==> src/hdl/idw_pkg.sv <==
// ============================================================================
// idw_pkg: shared types and constants for the IDW interpolator
// Node record, command codes, sequencer states and divider control bundles.
// ============================================================================
package idw_pkg;

    localparam int MAX_NODES_DEF = 64;   // default node store depth
    localparam int POS_W         = 16;   // position field width
    localparam int SMP_W         = 16;   // sample field width
    localparam int CMD_W         = 2;
    localparam int D2_W          = 34;   // squared distance width
    localparam int W_W           = 33;   // weight width (up to 2^32)
    localparam int MUL_A_W       = 34;   // multiplier operand a
    localparam int MUL_B_W       = 17;   // multiplier operand b
    localparam int PROD_W        = MUL_A_W + MUL_B_W;
    localparam int RECIP_STEPS   = 33;   // quotient bits of 2^32 / d2
    localparam int RES_W         = 16;

    localparam logic [CMD_W-1:0] CMD_CLEAR = 2'd0;
    localparam logic [CMD_W-1:0] CMD_LOAD  = 2'd1;
    localparam logic [CMD_W-1:0] CMD_QUERY = 2'd2;

    typedef struct packed {
        logic signed [POS_W-1:0] x;
        logic signed [POS_W-1:0] y;
        logic signed [SMP_W-1:0] sample;
    } t_node;

    typedef enum logic [3:0] {
        S_IDLE,
        S_READ,
        S_MULX,
        S_MULY,
        S_DIST,
        S_RECIP,
        S_MULW,
        S_ACCUM,
        S_WRAP,
        S_FDIV,
        S_FINISH
    } t_state;

    // divider start request: recip selects 2^32 / divisor, else dividend / divisor
    typedef struct packed {
        logic start;
        logic recip;
    } t_div_req;

    typedef struct packed {
        logic busy;
        logic done;   // high in the cycle of the last step
    } t_div_rsp;

endpackage

==> src/hdl/idw_node_mem.sv <==
// ============================================================================
// idw_node_mem: node store
// One write port, one read port with registered read data.
// ============================================================================
module idw_node_mem
    import idw_pkg::*;
#(
    parameter int DEPTH = MAX_NODES_DEF,
    parameter int AW    = (DEPTH > 1) ? $clog2(DEPTH) : 1
) (
    input  logic          i_clk,
    input  logic          i_we,
    input  logic [AW-1:0] i_waddr,
    input  t_node         i_wdata,
    input  logic [AW-1:0] i_raddr,
    output t_node         o_rdata
);

    t_node r_mem [DEPTH];
    t_node r_rdata;

    always_ff @(posedge i_clk) begin
        if (i_we) begin
            r_mem[i_waddr] <= i_wdata;
        end
    end

    always_ff @(posedge i_clk) begin
        r_rdata <= r_mem[i_raddr];
    end

    assign o_rdata = r_rdata;

endmodule

==> config.mk <==
export PLATFORM = sky130hd
export DESIGN_NAME = idw_node_mem
export DESIGN_NICKNAME = d
export VERILOG_FILES = /design/src/hdl/idw_pkg.sv /design/src/hdl/idw_node_mem.sv
export SDC_FILE = /design/constraint.sdc
export NUM_CORES = 2
export LEC_CHECK = 0
export ABC_CLOCK_PERIOD_IN_PS = 5250
export BUFFER_PORTS_ARGS = -buffer_cell sky130_fd_sc_hd__buf_2
export CORE_MARGIN = 2
export CORE_UTILIZATION = 63
export CTS_CLUSTER_DIAMETER = 150
export DETAILED_ROUTE_END_ITERATION = 12
export PLACE_DENSITY_LB_ADDON = 0.25
export SYNTH_ARGS = -nofsm -noshare
export SYNTH_HDL_FRONTEND = slang
export SYNTH_SLANG_ARGS = --single-unit
==> constraint.sdc <==
create_clock -name i_clk -period 5.25 [get_ports i_clk]
set_clock_uncertainty 0.2 [all_clocks]
set_input_delay 0.2625 -clock i_clk [delete_from_list [all_inputs] [get_ports i_clk]]
set_output_delay 0.2625 -clock i_clk [all_outputs]
set_load 0.03 [all_outputs]
==> results.txt <==
Io pins = 110
Non-filler cells, final = 8074
Die W = 435 um
Num CTS Buffers = 312
Share of layout cells above drive strength 1 = 27.8%
Worst Path Max Fanout = 96
Total track usage = 33.2%
VDD IR max = 0.324 mV
1st-iter DRT viols = 9090
Initial core utilization = 63.3%
Pin count of the biggest net entering global routing = 117
Synthesis-to-finish area growth = 12.6%
Max-slew headroom = 6.28%
Via count = 58700
Hold Fails Final Rpt = 0
HP Class = in -> reg
Maximum clock insertion buffer count = 4
Outcome = completed
H-tree levels = 5
Global-route wire length before repair = 438000 um
Initial antenna violation count = 12
Syn Std Cell Area = 117000 um^2
YS warnings = 0
Tmin final = 3.35 ns
Worst Tran Pin Value = 1.40 ns
Top post-synthesis cells by area = edfxtp_1 (79%), mux4_2 (14%), dfxtp_1 (0.82%), o22ai_1 (0.65%), a221oi_1 (0.62%)
Slew Limit Fails = 0
CP Class = in -> reg
Drt drc = 0
CTS tree = done
IO Port Bufs = 109
Static leakage = 41.1 nW
Power per cell area = 389 nW/um^2
Worst EP required = 5.81 ns
Core area = 185000 um^2
Gp weighted congestion = 0.843
Nets = 5425
Number of vias per cell = 7.27
Number of flops mapped to enable cells by yosys = 3072
Antenna-violating nets left = 0
GRT overflow = 0
Tot Pwr = 0.0513 W
Post-cts resize count = 0
RSZ-0062 raised after global routing = no
Flops & latches, synth = 3120
FP Rows = 158
Sequential area share after synthesis = 79.6%
Number of global-route vias before repair = 59200
Clk sinks = 3120
Clk root buf = clkbuf_16
Synth area leader = edfxtp_1
Router iterations before antenna repair = 8
Hpwl dp = 165000 um
Post-synth ARST share = 0%
Final setup fails = 0
Main flop type after synthesis = edfxtp_1
DR WL/cell = 38.8 um
Syn Inst Count = 4970
Final wirelength = 314000 um
Worst setup EP type = flip-flop
Worst-skew pair later-pin latency = 0.96 ns
Cells after DPL = 7470
Yosys cell types = 36
Highest Clock Rate = 0.299 GHz
Critical path startpoint category = input pin
Die area = 189000 um^2
WP data arrival = 3.90 ns
Top cells by count, synth = edfxtp_1 (3072), mux4_2 (754), nor2_1 (132)
Die height = 435 um
Top-count cell post-synth = edfxtp_1
Setup_tns = 0 ns
Top-area cell type share of the netlist area = 78.8%
Fill cells = 10200
Final worst path period share = 63.7%
Max capacitance violation total = 0
Syn nets = 5032
Clock transition at the registers of the reported paths = 0.06 ns
Synth Area per Inst = 23.6 um^2
-- power by group --
group	total [W]	internal (W)	switching, W
registers	0.0277	0.0276	0.000129
logic	0.00252	0.000898	0.00162
clock network	0.0211	0.0121	0.00899
-- per-layer routing --
layer | routed length, um | track usage, % | up-vias
met1 | 107000 | 44.7 | 30900
met3 | 37200 | 7.53 | 841
li1 | - | - | 22300
met4 | 17200 | 16.5 | 10
met2 | 152000 | 52.3 | 4676
met5 | 60 | 0 | -
-- cells in the final DEF (no fill, tap or decap), drive strengths merged, types with 72 or more instances in the layout --
cell type and count:
edfxtp 3072, clkinv 95, a21oi 74, o22ai 122
nor2 132, mux4 754, a221oi 83, a22oi 72
buf 302, clkbuf 413
-- cell families after synthesis --
logic type	count (synthesis)	share of synthesized area [%]
AO/OA/AOI/OAI	486	3.02
buffers and inverters	282	1.28
flip-flops	3120	79.6
multiplexers	829	15.2
AND/OR/NAND/NOR	253	0.957
-- worst max-delay path: stages --
cell and delay, ns:
dlygate4sd3_1 0.56, buf_8 0.36, buf_12 0.55, buf_4 0.68, mux4_2 0.41, a22o_1 0.27, a221oi_1 0.42, a221oi_1 0.14
-- cell type report --
class / instances / area (um^2) / share of cell area, %
tap: 2480 / 3100 / 2.35
multi-input combinational: 1568 / 22900 / 17.4
sequential: 3120 / 93200 / 70.7
clock inverter: 124 / 1030 / 0.784
timing repair buffer: 361 / 3150 / 2.38
antenna: 8 / 20.0 / 0.0152
clock buffer: 413 / 8450 / 6.40
-- metrics by stage --
step / hold WS, ns / instance area, um^2 / util, % / setup slack [ns]
5_1_grt: 0.0624 / 132000 / 71.3 / 1.89
2_1_floorplan: 0.161 / 117000 / - / 0.503
3_3_place_gp: 0.500 / 122000 / 65.8 / 1.59
3_5_place_dp: 0.504 / 122000 / 65.8 / 1.62
4_1_cts: 0.00211 / 132000 / 71.3 / 2.06
6_report: 0.0807 / 132000 / 71.3 / 1.90
-- flip-flops by register name, summed over array words and instances (netlist names) --
register,flops
o_rdata,48
r_mem,3072
-- worst paths after layout --
path / startpoint / end / slack [ns] / cells after the start
worst max register to register: r_mem[18][43] / o_rdata[43] / 2.86 / 4
worst min-delay path: i_raddr[3] / o_rdata[4] / 0.08 / 3
worst min register to register: r_mem[59][33] / o_rdata[33] / 0.57 / 4
worst max-delay path: i_raddr[1] / o_rdata[11] / 1.90 / 8
-- repair_timing --
item / CTS / global route
endpoints found under the hold margin: 3183 / 0
buffers inserted: 0 / 0
hold buffers: 59 / 0
Power figures use the tool's default switching activity.
