[config.mk]
export PLATFORM = sky130hd
export DESIGN_NAME = idw_divider
export DESIGN_NICKNAME = d
export VERILOG_FILES = /design/src/hdl/idw_pkg.sv /design/src/hdl/idw_divider.sv
export SDC_FILE = /design/constraint.sdc
export NUM_CORES = 1
export LEC_CHECK = 0
export ABC_AREA = 1
export BUFFER_PORTS_ARGS = -buffer_cell sky130_fd_sc_hd__buf_4
export CELL_PAD_IN_SITES_DETAIL_PLACEMENT = 1
export CELL_PAD_IN_SITES_GLOBAL_PLACEMENT = 1
export CORE_UTILIZATION = 37
export DETAILED_ROUTE_END_ITERATION = 10
export HOLD_SLACK_MARGIN = 0.03
export PLACE_DENSITY_LB_ADDON = 0.3
export SLEW_MARGIN = 20
export SYNTH_ARGS = -nofsm -noshare
export SYNTH_HDL_FRONTEND = slang
export SYNTH_SLANG_ARGS = --single-unit
[constraint.sdc]
create_clock -name i_clk -period 3.54 [get_ports i_clk]
set_input_delay 0.177 -clock i_clk [delete_from_list [all_inputs] [get_ports i_clk]]
set_output_delay 0.177 -clock i_clk [all_outputs]
set_load 0.05 [all_outputs]
[src/hdl/idw_pkg.sv]
// ============================================================================
// idw_pkg: shared types and constants for the IDW interpolator
// Node record, command codes, sequencer states and divider control bundles.
// ============================================================================
package idw_pkg;

    localparam int MAX_NODES_DEF = 64;   // default node store depth
    localparam int POS_W         = 16;   // position field width
    localparam int SMP_W         = 16;   // sample field width
    localparam int CMD_W         = 2;
    localparam int D2_W          = 34;   // squared distance width
    localparam int W_W           = 33;   // weight width (up to 2^32)
    localparam int MUL_A_W       = 34;   // multiplier operand a
    localparam int MUL_B_W       = 17;   // multiplier operand b
    localparam int PROD_W        = MUL_A_W + MUL_B_W;
    localparam int RECIP_STEPS   = 33;   // quotient bits of 2^32 / d2
    localparam int RES_W         = 16;

    localparam logic [CMD_W-1:0] CMD_CLEAR = 2'd0;
    localparam logic [CMD_W-1:0] CMD_LOAD  = 2'd1;
    localparam logic [CMD_W-1:0] CMD_QUERY = 2'd2;

    typedef struct packed {
        logic signed [POS_W-1:0] x;
        logic signed [POS_W-1:0] y;
        logic signed [SMP_W-1:0] sample;
    } t_node;

    typedef enum logic [3:0] {
        S_IDLE,
        S_READ,
        S_MULX,
        S_MULY,
        S_DIST,
        S_RECIP,
        S_MULW,
        S_ACCUM,
        S_WRAP,
        S_FDIV,
        S_FINISH
    } t_state;

    // divider start request: recip selects 2^32 / divisor, else dividend / divisor
    typedef struct packed {
        logic start;
        logic recip;
    } t_div_req;

    typedef struct packed {
        logic busy;
        logic done;   // high in the cycle of the last step
    } t_div_rsp;

endpackage

[src/hdl/idw_divider.sv]
// ============================================================================
// idw_divider: shared restoring divider
// One quotient bit per cycle. Serves both the per-node reciprocal
// 2^32 / d2 and the final num / den.
// ============================================================================
module idw_divider
    import idw_pkg::*;
#(
    parameter int NW = 57,                 // dividend / quotient width
    parameter int DW = 40,                 // divisor width
    parameter int SW = $clog2(NW + 1)
) (
    input  logic          i_clk,
    input  logic          i_rst_n,
    input  t_div_req      i_req,
    input  logic [NW-1:0] i_dividend,
    input  logic [DW-1:0] i_divisor,
    output t_div_rsp      o_rsp,
    output logic [NW-1:0] o_quotient
);

    logic [SW-1:0] r_cnt,  n_cnt;
    logic [DW-1:0] r_rem,  n_rem;
    logic [DW-1:0] r_dvs,  n_dvs;
    logic [NW-1:0] r_quo,  n_quo;

    logic [DW:0]   w_trial;
    logic          w_ge;
    logic [DW:0]   w_diff;

    assign w_trial = {r_rem, r_quo[NW-1]};
    assign w_ge    = (w_trial >= {1'b0, r_dvs});
    assign w_diff  = w_trial - {1'b0, r_dvs};

    always_comb begin
        n_cnt = r_cnt;
        n_rem = r_rem;
        n_dvs = r_dvs;
        n_quo = r_quo;
        if (i_req.start) begin
            n_rem = '0;
            n_dvs = i_divisor;
            if (i_req.recip) begin
                n_quo = {1'b1, {(NW-1){1'b0}}};
                n_cnt = SW'(RECIP_STEPS);
            end else begin
                n_quo = i_dividend;
                n_cnt = SW'(NW);
            end
        end else if (r_cnt != '0) begin
            n_rem = w_ge ? w_diff[DW-1:0] : w_trial[DW-1:0];
            n_quo = {r_quo[NW-2:0], w_ge};
            n_cnt = r_cnt - 1'b1;
        end
    end

    always_ff @(posedge i_clk) begin
        if (!i_rst_n) begin
            r_cnt <= '0;
        end else begin
            r_cnt <= n_cnt;
        end
    end

    always_ff @(posedge i_clk) begin
        r_rem <= n_rem;
        r_dvs <= n_dvs;
        r_quo <= n_quo;
    end

    assign o_rsp.busy = (r_cnt != '0);
    assign o_rsp.done = (r_cnt == SW'(1));
    assign o_quotient = r_quo;

endmodule

==> impl_metrics.env <==
export IMPL_skew_ns=0.0233
export IMPL_syn_area_mm2=0.00904
export IMPL_pwr_share_seq=0.369
export IMPL_die_w_um=158
export IMPL_fmax_mhz=344
export IMPL_cts_hold_buf=84
export IMPL_drtAntennaViolNets=0
export IMPL_pwr_share_clk=0.324
export IMPL_io_pins=160
export IMPL_drc=0
export IMPL_finalCritPeriodShare=0.822
export IMPL_clk_pin_slew_ns=0.08
export IMPL_synth_seq_area_share=0.424
export IMPL_grt_first_pass_wirelength_mm=50.1
export IMPL_die_y_um=158
export IMPL_final_cell_mix="nand2_1, inv_1, buf_4"
export IMPL_max_stage_delay_ns=0.52
export IMPL_power_mw=5.94
export IMPL_slowest_stage="nor2_4"
export IMPL_cts_tree="yes"
export IMPL_fill_cells=2936
export IMPL_htreeDepth=4
export IMPL_finalSetupViolCount=0
export IMPL_status="completed"
export IMPL_pwr_share_comb=0.307
export IMPL_numCtsBuffers=17
export IMPL_mostFrequentLayoutCell="nand2_1"
export IMPL_path_max_fanout=41
export IMPL_slew_limit_headroom=0.467
export IMPL_path_cells="inv_1, ha_1, a21oi_1, o21ai_1, a21oi_1, nand2_1, nor2_4, nand2_4, a22o_1"
export IMPL_antenna_found_initial=0
export IMPL_start_kind="register"
export IMPL_hpwl_mm=21.1
export IMPL_synth_ff_type="edfxtp_1"
export IMPL_core_area_mm2=0.0237
export IMPL_track_usage=0.264
export IMPL_finalCriticalPeriod_ns=2.91
export IMPL_fin_area_mm2=0.0120
export IMPL_slew_viol_final=0
export IMPL_synth_warnings=0
export IMPL_crit_arrival_ns=3.11
export IMPL_row_count=56
export IMPL_die_area_mm2=0.0251
export IMPL_place_congestion=0.883
export IMPL_drv_cap=0
export IMPL_netlist_instances=1199
export IMPL_cts_root_buffer="clkbuf_16"
export IMPL_hold_class="input port to register"
export IMPL_leakage_nw=6.08
export IMPL_drive_gt1_frac=0.156
export IMPL_tns_ns=0
export IMPL_clockBufferDepth=2
export IMPL_post_drt_wl_per_cell_um=17.9
export IMPL_cp_data_required_time_ns=3.74
export IMPL_synth_edf_count=97
export IMPL_cts_setup_buffers=0
export IMPL_end_kind="register"
export IMPL_synth_cell_types=39
export IMPL_viasPerCell=4.98
export IMPL_cts_resized_gates=0
export IMPL_port_buffer_count=159
export IMPL_num_antenna_cells=0
export IMPL_avgSynthCellArea_um2=7.54
export IMPL_yosys_register_bits=143
export IMPL_grt_pass1_vias=9462
export IMPL_clock_latency_ns=0.45
export IMPL_layout_nets=1582
export IMPL_area_delta_synth_final_pct=33.1
export IMPL_netSwitchingPower_mw=2.31
export IMPL_overflow=0
export IMPL_vias=8822
export IMPL_grt_max_degree=59
export IMPL_ir_worst_vdd_uv=339
export IMPL_hold_viol=0
export IMPL_p_sw_frac=0.389
export IMPL_syn_nets=1343
export IMPL_cp_common_cell="a21oi_1"
export IMPL_powerDensity_mw_per_mm2=494
export IMPL_clock_sinks=143
export IMPL_grt_setup_unrepaired="false"
export IMPL_crit_type="register to register"
export IMPL_p_int_mw=3.63
export IMPL_drtPass1Iterations=4
export IMPL_place_area_mm2=0.0105
export IMPL_drt_initial_drc_count=473
export IMPL_wl_mm=31.7
export IMPL_ys_async_sr_fraction=0
export IMPL_worst_pin_slew_ns=0.798
export IMPL_start_util=0.382
## kinds of logic (layout without fill, tap and decap cells)
kind of cell             count (synthesis)  after routing  synth area share
AO/OA/AOI/OAI                          127            127            0.0973
XOR/XNOR                                23             23            0.0223
adder cells (fa/ha/maj)                 43             43            0.0603
buffers and inverters                  256            508             0.112
flip-flops                             143            143             0.424
AND/OR/NAND/NOR                        607            607             0.284
## power groups by stage
stage          Sequential (mW)  Combinational (mW)  Clock (mW)
2_1_floorplan             2.65               0.695           0
3_3_place_gp              2.20                1.67           0
3_5_place_dp              2.20                1.71           0
4_1_cts                   2.17                1.79        1.93
5_1_grt                   2.21                1.94        2.01
6_report                  2.19                1.82        1.93
## state kept, by name (all words and copies together), names as in the netlist
name / cells
o_quotient: 57
r_dvs: 40
r_cnt: 6
r_rem: 40
## stage by stage
step                      worst slack, ns  utilization  hold slack [ns]  cells
after floorplan                    0.0208            -            0.268   1199
after global placement              0.259        0.445            0.356   1653
after detailed placement            0.150        0.445            0.357   1653
after CTS                           0.127        0.507           0.0306   1769
after global routing                0.449        0.508           0.0315   1770
final                               0.629        0.508           0.0235   1770
## critical path, delay by kind of cell (launching register included)
family | cells | cell delay, ns
fa+ha+maj | 1 | 0.34
simple gates | 3 | 1.06
buf+inv | 1 | 0.04
flops | 1 | 0.35
compound gates | 4 | 0.85
## cell type report
type	count	area [um^2]	share of cell area
tap	319	399	0.0332
sequential	143	3830	0.319
inverter	225	845	0.0702
multi-input combinational	800	4200	0.349
timing repair buffer	251	2130	0.177
clock inverter	15	204	0.0170
clock buffer	17	425	0.0354
## path summary, 6_finish.rpt
check                start            end  slack (ns)  cells past startpoint
max              r_dvs[34]  o_quotient[0]        0.63                      9
min          i_dividend[4]  o_quotient[4]        0.02                      2
max reg2reg      r_dvs[34]  o_quotient[0]        0.63                      9
min reg2reg      r_rem[23]      r_rem[23]        0.48                      2
## cell usage after synthesis (all sizes together), types with 21 or more instances
cell type  instances  area (um^2)
dfxtp             46          921
a21oi             30          154
nand3             93          470
xnor2             21          184
a22o              56          490
nand3b            22          165
inv              220          826
nand2            401         1520
nor2              80          345
o21ai             31          155
edfxtp            97         2910
ha                42          526
## routing by layer
| metal | global-route usage | up-vias | routed length, um |
|---|---|---|---|
| li1 | - | 4314 | - |
| met1 | 0.318 | 4245 | 13800 |
| met2 | 0.472 | 221 | 15700 |
| met3 | 0.0512 | 42 | 1530 |
| met4 | 0.0769 | 0 | 623 |
| met5 | 0 | - | 0 |
(Power assumes the default switching activity.)
